$ cat src/rtl/core/neighbour_discovery_table_core_assert.svh
// Assertion helpers for the neighbour discovery table.
// Both expect clk_i and rst_ni in the scope where they are used.
`ifndef NEIGHBOUR_DISCOVERY_TABLE_CORE_ASSERT_SVH
`define NEIGHBOUR_DISCOVERY_TABLE_CORE_ASSERT_SVH

// Same-cycle implication.
`define NDT_ASSERT_IMPLY(lbl, ante, cons) \
  lbl: assert property (@(posedge clk_i) disable iff (!rst_ni) (ante) |-> (cons)) \
    else $error("neighbour table check failed");

// Next-cycle implication.
`define NDT_ASSERT_NEXT(lbl, ante, cons) \
  lbl: assert property (@(posedge clk_i) disable iff (!rst_ni) (ante) |=> (cons)) \
    else $error("neighbour table check failed");

`endif

$ cat src/rtl/core/ndt_pkg.sv
`timescale 1ns / 1ps

package ndt_pkg;

  typedef enum logic [1:0] {
    ACT_PACKET   = 2'd0,
    ACT_QUERY    = 2'd1,
    ACT_DISCOVER = 2'd2,
    ACT_TICK     = 2'd3
  } action_e;

  localparam int unsigned CFG_IDX_W = 3;

  localparam logic [CFG_IDX_W-1:0] CFG_ENABLE       = 3'd0;
  localparam logic [CFG_IDX_W-1:0] CFG_TIMEOUT      = 3'd1;
  localparam logic [CFG_IDX_W-1:0] CFG_SWEEP_PERIOD = 3'd2;
  localparam logic [CFG_IDX_W-1:0] CFG_RETRY_PERIOD = 3'd3;
  localparam logic [CFG_IDX_W-1:0] CFG_RETRY_TRIES  = 3'd4;

  localparam logic        RST_ENABLE       = 1'b1;
  localparam logic [15:0] RST_TIMEOUT      = 16'd640;
  localparam logic [15:0] RST_SWEEP_PERIOD = 16'd640;
  localparam logic [15:0] RST_RETRY_PERIOD = 16'd25;
  localparam logic [3:0]  RST_RETRY_TRIES  = 4'd5;

  // 13-byte discovery tag and 8-byte here tag in ASCII, byte 0 in the low bits
  localparam logic [63:0] TAG_DISC_HEAD = 64'h4353_4944_5F4E_5444;
  localparam logic [39:0] TAG_DISC_TAIL = 40'h59_5245_564F;
  localparam logic [63:0] TAG_HERE      = 64'h4552_4548_5F4E_5444;

  typedef struct packed {
    logic capture;
    logic scan_rd;
    logic commit;
  } ndt_cmd_t;

  typedef struct packed {
    logic rd_last;
  } ndt_status_t;

endpackage

$ cat src/rtl/core/ndt_ctrl.sv
`timescale 1ns / 1ps

module ndt_ctrl (
  input  logic                clk_i,
  input  logic                rst_ni,
  input  logic                start_i,
  output logic                busy_o,
  output logic                done_o,
  output ndt_pkg::ndt_cmd_t   cmd_o,
  input  ndt_pkg::ndt_status_t status_i
);
  import ndt_pkg::*;

  typedef enum logic [1:0] {
    ST_IDLE,
    ST_READ,
    ST_DRAIN,
    ST_COMMIT
  } state_e;

  state_e state_q;
  logic   done_q;

  always_ff @(posedge clk_i or negedge rst_ni) begin
    if (!rst_ni) begin
      state_q <= ST_IDLE;
      done_q  <= 1'b0;
    end else begin
      done_q <= 1'b0;
      case (state_q)
        ST_IDLE: begin
          if (start_i) state_q <= ST_READ;
        end
        ST_READ: begin
          if (status_i.rd_last) state_q <= ST_DRAIN;
        end
        // last slot is evaluated here
        ST_DRAIN: begin
          state_q <= ST_COMMIT;
        end
        ST_COMMIT: begin
          state_q <= ST_IDLE;
          done_q  <= 1'b1;
        end
        default: begin
          state_q <= ST_IDLE;
        end
      endcase
    end
  end

  always_comb begin
    cmd_o.capture = (state_q == ST_IDLE) && start_i;
    cmd_o.scan_rd = (state_q == ST_READ);
    cmd_o.commit  = (state_q == ST_COMMIT);
  end

  assign busy_o = (state_q != ST_IDLE);
  assign done_o = done_q;

endmodule

$ cat src/rtl/core/ndt_datapath.sv
`timescale 1ns / 1ps

module ndt_datapath #(
  parameter int unsigned ENTRIES = 3
) (
  input  logic                           clk_i,
  input  logic                           rst_ni,
  input  ndt_pkg::ndt_cmd_t              cmd_i,
  output ndt_pkg::ndt_status_t           status_o,
  input  logic                           cfg_valid_i,
  input  logic [ndt_pkg::CFG_IDX_W-1:0]  cfg_index_i,
  input  logic [15:0]                    cfg_data_i,
  input  logic [1:0]                     action_i,
  input  logic [15:0]                    peer_addr_i,
  input  logic [63:0]                    payload_head_i,
  input  logic [39:0]                    payload_tail_i,
  output logic                           known_o,
  output logic                           send_discovery_o,
  output logic                           send_reply_o,
  output logic                           beacon_found_o,
  output logic [15:0]                    out_addr_o,
  output logic                           evicted_o,
  output logic [1:0]                     timed_out_count_o
);
  import ndt_pkg::*;

  localparam int unsigned IW = (ENTRIES > 1) ? $clog2(ENTRIES) : 1;
  localparam int unsigned CW = $clog2(ENTRIES + 1);
  localparam logic [IW-1:0] LAST_IDX = IW'(ENTRIES - 1);

  // configuration
  logic        enable_q;
  logic [15:0] timeout_q;
  logic [15:0] sweep_period_q;
  logic [15:0] retry_period_q;
  logic [3:0]  retry_tries_q;

  // time and retry state
  logic [31:0] now_q;
  logic [15:0] sweep_cnt_q;
  logic [15:0] retry_cnt_q;
  logic [4:0]  pend_q;

  // captured item
  action_e     act_q;
  logic [15:0] peer_q;
  logic        disc_tag_q;
  logic        here_tag_q;
  logic        sweep_q;
  logic        tick_sdisc_q;

  // slot storage
  logic [ENTRIES-1:0] valid_q;
  logic [IW-1:0]      order_q [ENTRIES];
  logic [15:0]        addr_mem [ENTRIES];
  logic [31:0]        stamp_mem [ENTRIES];
  logic [15:0]        addr_rd_q;
  logic [31:0]        stamp_rd_q;

  // scan
  logic [IW-1:0] idx_q;
  logic          eval_v_q;
  logic [IW-1:0] eval_idx_q;
  logic          hit_q;
  logic [IW-1:0] hit_idx_q;
  logic          free_q;
  logic [IW-1:0] free_idx_q;
  logic          old_any_q;
  logic [IW-1:0] old_idx_q;
  logic [31:0]   best_age_q;
  logic [IW-1:0] best_ord_q;
  logic [CW-1:0] cnt_q;
  logic [1:0]    timed_q;

  logic [15:0] sweep_inc;
  logic        sweep_hit;
  logic [15:0] retry_inc;
  logic        retry_hit;
  logic [4:0]  pend_inc;
  logic        pend_over;
  logic        is_tick_in;

  logic          ev_valid;
  logic [IW-1:0] ev_ord;
  logic [31:0]   age;
  logic          is_hit;
  logic          older;
  logic          expire;

  logic          pkt_commit;
  logic          refresh;
  logic          ins;
  logic          evict;
  logic [IW-1:0] ins_idx;
  logic [IW-1:0] ins_ord;
  logic [IW-1:0] wr_idx;
  logic          drop_en;
  logic [IW-1:0] drop_idx;
  logic [IW-1:0] drop_ord;

  always_ff @(posedge clk_i or negedge rst_ni) begin
    if (!rst_ni) begin
      enable_q       <= RST_ENABLE;
      timeout_q      <= RST_TIMEOUT;
      sweep_period_q <= RST_SWEEP_PERIOD;
      retry_period_q <= RST_RETRY_PERIOD;
      retry_tries_q  <= RST_RETRY_TRIES;
    end else if (cfg_valid_i) begin
      case (cfg_index_i)
        CFG_ENABLE:       enable_q       <= cfg_data_i[0];
        CFG_TIMEOUT:      timeout_q      <= cfg_data_i;
        CFG_SWEEP_PERIOD: sweep_period_q <= cfg_data_i;
        CFG_RETRY_PERIOD: retry_period_q <= cfg_data_i;
        CFG_RETRY_TRIES:  retry_tries_q  <= cfg_data_i[3:0];
        default: ;
      endcase
    end
  end

  always_comb begin
    is_tick_in = (action_i == ACT_TICK);
    sweep_inc  = sweep_cnt_q + 16'd1;
    sweep_hit  = (sweep_inc >= sweep_period_q);
    retry_inc  = retry_cnt_q + 16'd1;
    retry_hit  = (pend_q != 5'd0) && (retry_inc >= retry_period_q);
    pend_inc   = pend_q + 5'd1;
    pend_over  = (pend_inc > ({1'b0, retry_tries_q} + 5'd1));
  end

  always_ff @(posedge clk_i or negedge rst_ni) begin
    if (!rst_ni) begin
      now_q       <= '0;
      sweep_cnt_q <= '0;
      retry_cnt_q <= '0;
      pend_q      <= '0;
    end else if (cmd_i.capture && is_tick_in) begin
      now_q       <= now_q + 32'd1;
      sweep_cnt_q <= sweep_hit ? 16'd0 : sweep_inc;
      if (pend_q != 5'd0) begin
        if (retry_hit) begin
          retry_cnt_q <= '0;
          pend_q      <= pend_over ? 5'd0 : pend_inc;
        end else begin
          retry_cnt_q <= retry_inc;
        end
      end
    end else if (cmd_i.commit) begin
      // a here beat ends the retries, a discover miss restarts them
      if (act_q == ACT_PACKET && !disc_tag_q && here_tag_q) begin
        pend_q      <= '0;
        retry_cnt_q <= '0;
      end else if (act_q == ACT_DISCOVER && !hit_q) begin
        pend_q      <= 5'd1;
        retry_cnt_q <= '0;
      end
    end
  end

  always_ff @(posedge clk_i) begin
    if (cmd_i.capture) begin
      act_q        <= action_e'(action_i);
      peer_q       <= peer_addr_i;
      disc_tag_q   <= (payload_head_i == TAG_DISC_HEAD) && (payload_tail_i == TAG_DISC_TAIL);
      here_tag_q   <= (payload_head_i == TAG_HERE);
      sweep_q      <= is_tick_in && sweep_hit;
      tick_sdisc_q <= is_tick_in && retry_hit && enable_q;
    end
  end

  // scan pointer: read slot idx_q, evaluate it in the following cycle
  always_ff @(posedge clk_i or negedge rst_ni) begin
    if (!rst_ni) begin
      idx_q      <= '0;
      eval_v_q   <= 1'b0;
      eval_idx_q <= '0;
    end else begin
      if (cmd_i.capture) begin
        idx_q <= '0;
      end else if (cmd_i.scan_rd) begin
        idx_q <= idx_q + IW'(1);
      end
      eval_v_q   <= cmd_i.scan_rd;
      eval_idx_q <= idx_q;
    end
  end

  assign status_o.rd_last = (idx_q == LAST_IDX);

  always_comb begin
    ev_valid = valid_q[eval_idx_q];
    ev_ord   = order_q[eval_idx_q];
    age      = now_q - stamp_rd_q;
    is_hit   = ev_valid && (addr_rd_q == peer_q);
    older    = !old_any_q || (age > best_age_q) ||
               ((age == best_age_q) && (ev_ord < best_ord_q));
    expire   = sweep_q && ev_valid && (age > {16'd0, timeout_q});
  end

  always_ff @(posedge clk_i or negedge rst_ni) begin
    if (!rst_ni) begin
      hit_q      <= 1'b0;
      hit_idx_q  <= '0;
      free_q     <= 1'b0;
      free_idx_q <= '0;
      old_any_q  <= 1'b0;
      old_idx_q  <= '0;
      best_age_q <= '0;
      best_ord_q <= '0;
      cnt_q      <= '0;
      timed_q    <= '0;
    end else if (cmd_i.capture) begin
      hit_q     <= 1'b0;
      free_q    <= 1'b0;
      old_any_q <= 1'b0;
      cnt_q     <= '0;
      timed_q   <= '0;
    end else if (eval_v_q) begin
      if (is_hit && !hit_q) begin
        hit_q     <= 1'b1;
        hit_idx_q <= eval_idx_q;
      end
      if (!ev_valid && !free_q) begin
        free_q     <= 1'b1;
        free_idx_q <= eval_idx_q;
      end
      if (ev_valid) cnt_q <= cnt_q + CW'(1);
      // ties go to the lower insertion rank
      if (older) begin
        old_any_q  <= 1'b1;
        old_idx_q  <= eval_idx_q;
        best_age_q <= age;
        best_ord_q <= ev_ord;
      end
      if (expire && timed_q != 2'd3) timed_q <= timed_q + 2'd1;
    end
  end

  always_comb begin
    pkt_commit = cmd_i.commit && (act_q == ACT_PACKET);
    refresh    = pkt_commit && hit_q;
    ins        = pkt_commit && !hit_q;
    evict      = ins && !free_q;
    ins_idx    = free_q ? free_idx_q : old_idx_q;
    ins_ord    = free_q ? IW'(cnt_q) : LAST_IDX;
    wr_idx     = hit_q ? hit_idx_q : ins_idx;
    drop_en    = (eval_v_q && expire) || evict;
    drop_idx   = evict ? old_idx_q : eval_idx_q;
    drop_ord   = evict ? best_ord_q : ev_ord;
  end

  always_ff @(posedge clk_i or negedge rst_ni) begin
    if (!rst_ni) begin
      valid_q <= '0;
    end else begin
      for (int i = 0; i < ENTRIES; i++) begin
        if (drop_en && drop_idx == IW'(i)) valid_q[i] <= 1'b0;
        if (ins && ins_idx == IW'(i)) valid_q[i] <= 1'b1;
      end
    end
  end

  // keep ranks compact: close the gap left by a dropped slot
  always_ff @(posedge clk_i) begin
    for (int i = 0; i < ENTRIES; i++) begin
      if (drop_en && valid_q[i] && order_q[i] > drop_ord) order_q[i] <= order_q[i] - IW'(1);
      if (ins && ins_idx == IW'(i)) order_q[i] <= ins_ord;
    end
  end

  always_ff @(posedge clk_i) begin
    if (ins) addr_mem[ins_idx] <= peer_q;
    if (refresh || ins) stamp_mem[wr_idx] <= now_q;
    if (cmd_i.scan_rd) begin
      addr_rd_q  <= addr_mem[idx_q];
      stamp_rd_q <= stamp_mem[idx_q];
    end
  end

  always_ff @(posedge clk_i) begin
    if (cmd_i.commit) begin
      known_o           <= 1'b0;
      send_discovery_o  <= 1'b0;
      send_reply_o      <= 1'b0;
      beacon_found_o    <= 1'b0;
      out_addr_o        <= '0;
      evicted_o         <= 1'b0;
      timed_out_count_o <= '0;
      case (act_q)
        ACT_PACKET: begin
          evicted_o <= !hit_q && !free_q;
          if (disc_tag_q) begin
            send_reply_o <= enable_q;
            if (enable_q) out_addr_o <= peer_q;
          end else if (here_tag_q) begin
            beacon_found_o <= 1'b1;
            out_addr_o     <= peer_q;
          end
        end
        ACT_QUERY: begin
          known_o <= hit_q;
        end
        ACT_DISCOVER: begin
          known_o          <= hit_q;
          send_discovery_o <= !hit_q && enable_q;
        end
        ACT_TICK: begin
          send_discovery_o  <= tick_sdisc_q;
          timed_out_count_o <= timed_q;
        end
        default: ;
      endcase
    end
  end

endmodule

$ cat src/rtl/core/neighbour_discovery_table_core.sv
`timescale 1ns / 1ps
`include "neighbour_discovery_table_core_assert.svh"

// Neighbour cache with oldest-entry eviction and timeout sweeps.
// Command channel: an item (action_i, peer_addr_i, payload_head_i,
// payload_tail_i) is taken at a rising edge with start high and busy low.
// Actions: received packet, address query, discover request, one tick.
// Each item gives exactly one result, shown for one cycle with done_o high;
// the receiver cannot stall it. A new item may be started in the same cycle
// that done_o shows the previous result.
// Sequence: after the accepting edge the controller steps through READ,
// DRAIN and COMMIT and then raises done_o; busy stays high throughout, so
// no new item is taken before done_o shows the previous result. READ scans
// the slots, one slot per cycle through the address/stamp memory read port.
// Configuration: cfg_valid_i with cfg_index_i/cfg_data_i, always ready;
// write only while busy is low and no result is pending.
// Reset: cache empty, time and retry counters zero, registers at defaults;
// no clearing pass, the first item may start right after reset.
module neighbour_discovery_table_core #(
  parameter int unsigned ENTRIES = 3
) (
  input  logic                          clk_i,
  input  logic                          rst_ni,
  input  logic                          start,
  output logic                          busy,
  input  logic                          cfg_valid_i,
  output logic                          cfg_ready_o,
  input  logic [ndt_pkg::CFG_IDX_W-1:0] cfg_index_i,
  input  logic [15:0]                   cfg_data_i,
  input  logic [1:0]                    action_i,
  input  logic [15:0]                   peer_addr_i,
  input  logic [63:0]                   payload_head_i,
  input  logic [39:0]                   payload_tail_i,
  output logic                          done_o,
  output logic                          known_o,
  output logic                          send_discovery_o,
  output logic                          send_reply_o,
  output logic                          beacon_found_o,
  output logic [15:0]                   out_addr_o,
  output logic                          evicted_o,
  output logic [1:0]                    timed_out_count_o
);
  import ndt_pkg::*;

  ndt_cmd_t    cmd;
  ndt_status_t status;

  assign cfg_ready_o = 1'b1;

  ndt_ctrl u_ctrl (
    .clk_i    (clk_i),
    .rst_ni   (rst_ni),
    .start_i  (start),
    .busy_o   (busy),
    .done_o   (done_o),
    .cmd_o    (cmd),
    .status_i (status)
  );

  ndt_datapath #(
    .ENTRIES (ENTRIES)
  ) u_datapath (
    .clk_i             (clk_i),
    .rst_ni            (rst_ni),
    .cmd_i             (cmd),
    .status_o          (status),
    .cfg_valid_i       (cfg_valid_i),
    .cfg_index_i       (cfg_index_i),
    .cfg_data_i        (cfg_data_i),
    .action_i          (action_i),
    .peer_addr_i       (peer_addr_i),
    .payload_head_i    (payload_head_i),
    .payload_tail_i    (payload_tail_i),
    .known_o           (known_o),
    .send_discovery_o  (send_discovery_o),
    .send_reply_o      (send_reply_o),
    .beacon_found_o    (beacon_found_o),
    .out_addr_o        (out_addr_o),
    .evicted_o         (evicted_o),
    .timed_out_count_o (timed_out_count_o)
  );

  `NDT_ASSERT_NEXT(a_accept_busy, start && !busy, busy)
  `NDT_ASSERT_IMPLY(a_done_idle, done_o, !busy)
  `NDT_ASSERT_NEXT(a_single_done, done_o, !done_o)
  `NDT_ASSERT_IMPLY(a_reply_found_excl, done_o, !(send_reply_o && beacon_found_o))

endmodule
$ cat config.mk
export PLATFORM = sky130hd
export DESIGN_NAME = neighbour_discovery_table_core
export DESIGN_NICKNAME = d
export VERILOG_FILES = /design/src/rtl/core/ndt_pkg.sv /design/src/rtl/core/ndt_ctrl.sv /design/src/rtl/core/ndt_datapath.sv /design/src/rtl/core/neighbour_discovery_table_core.sv
export VERILOG_INCLUDE_DIRS = /design/src /design/src/rtl/core
export SDC_FILE = /design/constraint.sdc
export NUM_CORES = 1
export LEC_CHECK = 0
export BUFFER_PORTS_ARGS = -buffer_cell sky130_fd_sc_hd__buf_2
export CAP_MARGIN = 20
export CORE_MARGIN = 2
export CORE_UTILIZATION = 61
export DETAILED_ROUTE_END_ITERATION = 8
export PLACE_DENSITY = 0.83
export SYNTH_ARGS = -nofsm -noshare
export SYNTH_HDL_FRONTEND = slang
export SYNTH_HIERARCHICAL = 1
export SYNTH_SLANG_ARGS = --single-unit
$ cat constraint.sdc
create_clock -name clk_i -period 5.97 [get_ports clk_i]
set_clock_uncertainty 0.05 [all_clocks]
set_input_delay 0.8955 -clock clk_i [delete_from_list [all_inputs] [get_ports clk_i]]
set_output_delay 0.8955 -clock clk_i [all_outputs]
set_load 0.005 [all_outputs]
==> metrics.md <==
| Metric | Value |
|---|---|
| Crit. End Element | `flop` |
| Total Wirelength | `around 47000 um` |
| Clk root buf | `clkbuf_16` |
| Max frequency | `178.1 MHz` |
| DRC Markers | `0` |
| Fillers | `2329` |
| Pleak | `roughly 11 nW` |
| Gr ovfl total | `0` |
| I/O Buffers | `169` |
| Final setup vio count | `0` |
| Post-synth EDFFs | `243` |
| Setup TNS Final | `0 ns` |
| TritonCTS clock tree | `done` |
| Mapped Nets | `2122` |
| # rows | `68` |
| Worst Hold Class | `input port to asynchronous set/reset pin` |
| First-pass GRT wire length | `76410 um` |
| Final Util | `70.17%` |
| CP Launch Type | `flop` |
| Seq cells post-synth | `423` |
| Synth Flop Type | `edfxtp_1` |
| DIE AREA | `36720 um^2` |
| Die outline height | `around 190 um` |
| Register clock-pin slew on the reported worst setup and hold paths | `0.06 ns` |
| Ports | `roughly 170` |
| DR vias/cell | `5.924` |
| PwrDens | `431.7 nW/um^2` |
| Hold_buf cts | `0` |
| Maximum vdd drop | `0.2761 mV` |
| Synth Cell Area | `~21000 um^2` |
| Crit Reg-Reg Startpoint | `u_datapath/now_q[0]` |
| Placed wire-length estimate | `around 32000 um` |
| Clk buf depth | `3` |
| Hold_ws | `0.3640 ns` |
| Max Slew Vio Count | `0` |
| Max-cap violations | `0` |
| Initial antenna violation count | `1` |
| CTS Sinks | `423` |
| Area Overhead vs Synth | `13.14%` |
| Status | `finished, final reports clean` |
| Critical Path Fanout Max | `25` |
| Final net count | `roughly 2300` |
| Seq/Total Area, Yosys | `55.01%` |
| Post-Synthesis Cells | `1838` |
| Post-CTS Setup Repair Bufs | `0` |
| Yosys Warn Count | `6` |
| RSZ-0062 raised after global routing | `no` |
| Share of post-route cells with drive strength above 1 | `17.58%` |
| Core box area | `34630 um^2` |
| Gpl congestion | `0.8492` |
| Mapped Avg Cell Area | `11.68 um^2` |
| Post-route ant nets | `0` |
| H-Tree Depth | `2` |
| Drt pass-1 iters | `5` |
| Worst Tran Pin Value | `1.076 ns` |
| Async S/R FF share, synth | `42.55%` |
| Worst endpoint required time | `6.35 ns` |
| Final Hold Fails | `0` |
| Critical Path Start | `u_datapath/now_q[0]` |
| Largest net degree at the start of global routing | `85` |
| Insertion delay to the later sink of the worst-skew pair | `0.55 ns` |
| DR iter-0 viols | `around 1000` |
| Wire length per cell | `18.89 um` |
| Number of global-route vias before repair | `15258` |
| Count of cell types in the netlist | `81` |
| Slew HR | `between 20% and 30%` |
| CP Class | `flop to flop` |
| Num CTS Buffers | `44` |
| Final Cycle Share | `94.03%` |
| Starting density of the core | `62.02%` |
| Tot GR Track Use | `26.33%` |
| Critical Path AT | `5.99 ns` |
| Chip width | `191.6 um` |
| Tmin final | `5.614 ns` |
| DR vias | `14864` |
metrics by stage:
step           setup WS (ns)  instances  power (mW)  instance area [um^2]
2_1_floorplan          1.075       1838       6.756                 21480
5_1_grt              0.02580       2509       11.12                 24300
3_3_place_gp          0.5469       2426       7.532                 22830
6_report              0.3564       2509       10.49                 24300
3_5_place_dp          0.3493       2427       7.751                 22840
4_1_cts               0.3004       2508       10.50                 24280
what timing repair did:
item / in CTS / in global routing
endpoints found under the hold margin: 0 / 0
gates resized for setup: 0 / 3
setup endpoints to repair: 0 / 31
layout by cell type (no fill, tap or decap), drive strengths merged, types with 38 or more instances in the layout:
cell type / count
mux2: 61
a21oi: 66
buf: 189
clkbuf: 72
nand3: 47
mux2i: 63
o21ai: 143
inv: 145
ha: 138
dfrtp: 170
nand2: 163
edfxtp: 243
nor2: 69
xnor2: 76
xor2: 38
flip-flops by register name (all words and copies together), names as in the netlist, 3 cells and up:
| name | flops |
|---|---|
| u_datapath/stamp_mem | 96 |
| u_datapath/sweep_cnt_q | 16 |
| u_datapath/addr_rd_q | 16 |
| u_datapath/order_q | 6 |
| u_datapath/best_age_q | 32 |
| u_datapath/retry_tries_q | 4 |
| u_datapath/out_addr_o | 16 |
| u_datapath/addr_mem | 48 |
| u_datapath/timeout_q | 16 |
| u_datapath/stamp_rd_q | 32 |
| u_datapath/sweep_period_q | 16 |
| u_datapath/now_q | 32 |
| u_datapath/pend_q | 5 |
| u_datapath/retry_period_q | 16 |
| u_datapath/valid_q | 3 |
| u_datapath/retry_cnt_q | 16 |
| u_datapath/peer_q | 16 |
report_power, final:
part / switching, mW / internal, mW
sequential: 0.411 / 3.85
combinational: 1.99 / 1.54
clock: 1.11 / 1.59
metal layers:
metal / global-route usage [%] / up-vias / routed length [um]
met5: 0 / - / 0
met4: 9.260 / 0 / 1305
met3: 3.453 / 85 / 2495
met2: 46.24 / 533 / 23680
met1: 33.62 / 7289 / 19910
li1: - / 6957 / -
final timing paths:
check | to | slack [ns] | cells after the start
worst max-delay path | u_datapath/best_age_q[11] | 0.36 | 23
max in group asynchronous | u_datapath/sweep_period_q[13] | 4.31 | 2
worst max register to register | u_datapath/best_age_q[11] | 0.36 | 23
worst min register to register | u_datapath/retry_period_q[14] | 0.46 | 1
min in group clk_i | u_datapath/retry_period_q[14] | 0.46 | 1
worst min-delay path | u_datapath/sweep_cnt_q[13] | 0.36 | 1
cell families after synthesis:
group | share of synthesized area (%)
DFF | 55.01
xor gates and xnor gates | 4.795
buffers and inverters | 3.665
adders and majority gates | 8.180
muxes | 6.589
AOI/OAI and AO/OA | 9.642
and+or+nand+nor | 12.10
other | 0.01746
worst max-delay path: stages (launching register included):
cell	delay (ns)
dfrtp_1	0.43
inv_1	0.13
ha_1	0.17
inv_1	0.05
fa_1	0.40
a21o_1	0.21
a311oi_1	0.36
nor2_1	0.12
o21a_1	0.20
o21ai_0	0.16
nand2b_1	0.07
a21oi_1	0.18
xnor2_1	0.22
ha_1	0.32
a21o_1	0.17
a21o_1	0.19
a2111oi_2	0.39
o21bai_1	0.13
a211oi_1	0.25
o21ai_0	0.15
a221oi_2	0.34
a221oi_4	0.24
buf_12	0.25
mux2_4	0.31
cells in the mapped netlist (all sizes together) (28+ instances only):
cell type  count  area, um^2
mux2          61       784.5
clkbuf        40       150.1
and3          28       175.2
nor2          69       259.0
edfxtp       243        7297
xor2          38       332.8
xnor2         76       673.2
mux2i         63       630.6
inv          144       540.5
nand3         47       235.2
o21ai        143       715.7
nand2        163       611.8
ha           138        1727
dfrtp        170        4254
nand2b        33       206.5
nand4         35       219.0
a21o          35       264.0
a21oi         66       334.1
final cells by class:
| class | instances | area [um^2] | share of cell area (%) |
|---|---|---|---|
| clock buffer | 72 | 1353 | 5.566 |
| antenna | 1 | 2.502 | 0.01030 |
| inverter | 144 | 540.5 | 2.225 |
| tap | 455 | 569.3 | 2.343 |
| clock inverter | 9 | 87.58 | 0.3605 |
| timing repair buffer | 189 | 1018 | 4.192 |
| sequential | 423 | 11820 | 48.63 |
| multi-input combinational | 1216 | 8911 | 36.67 |
Power figures use the tool's default switching activity.
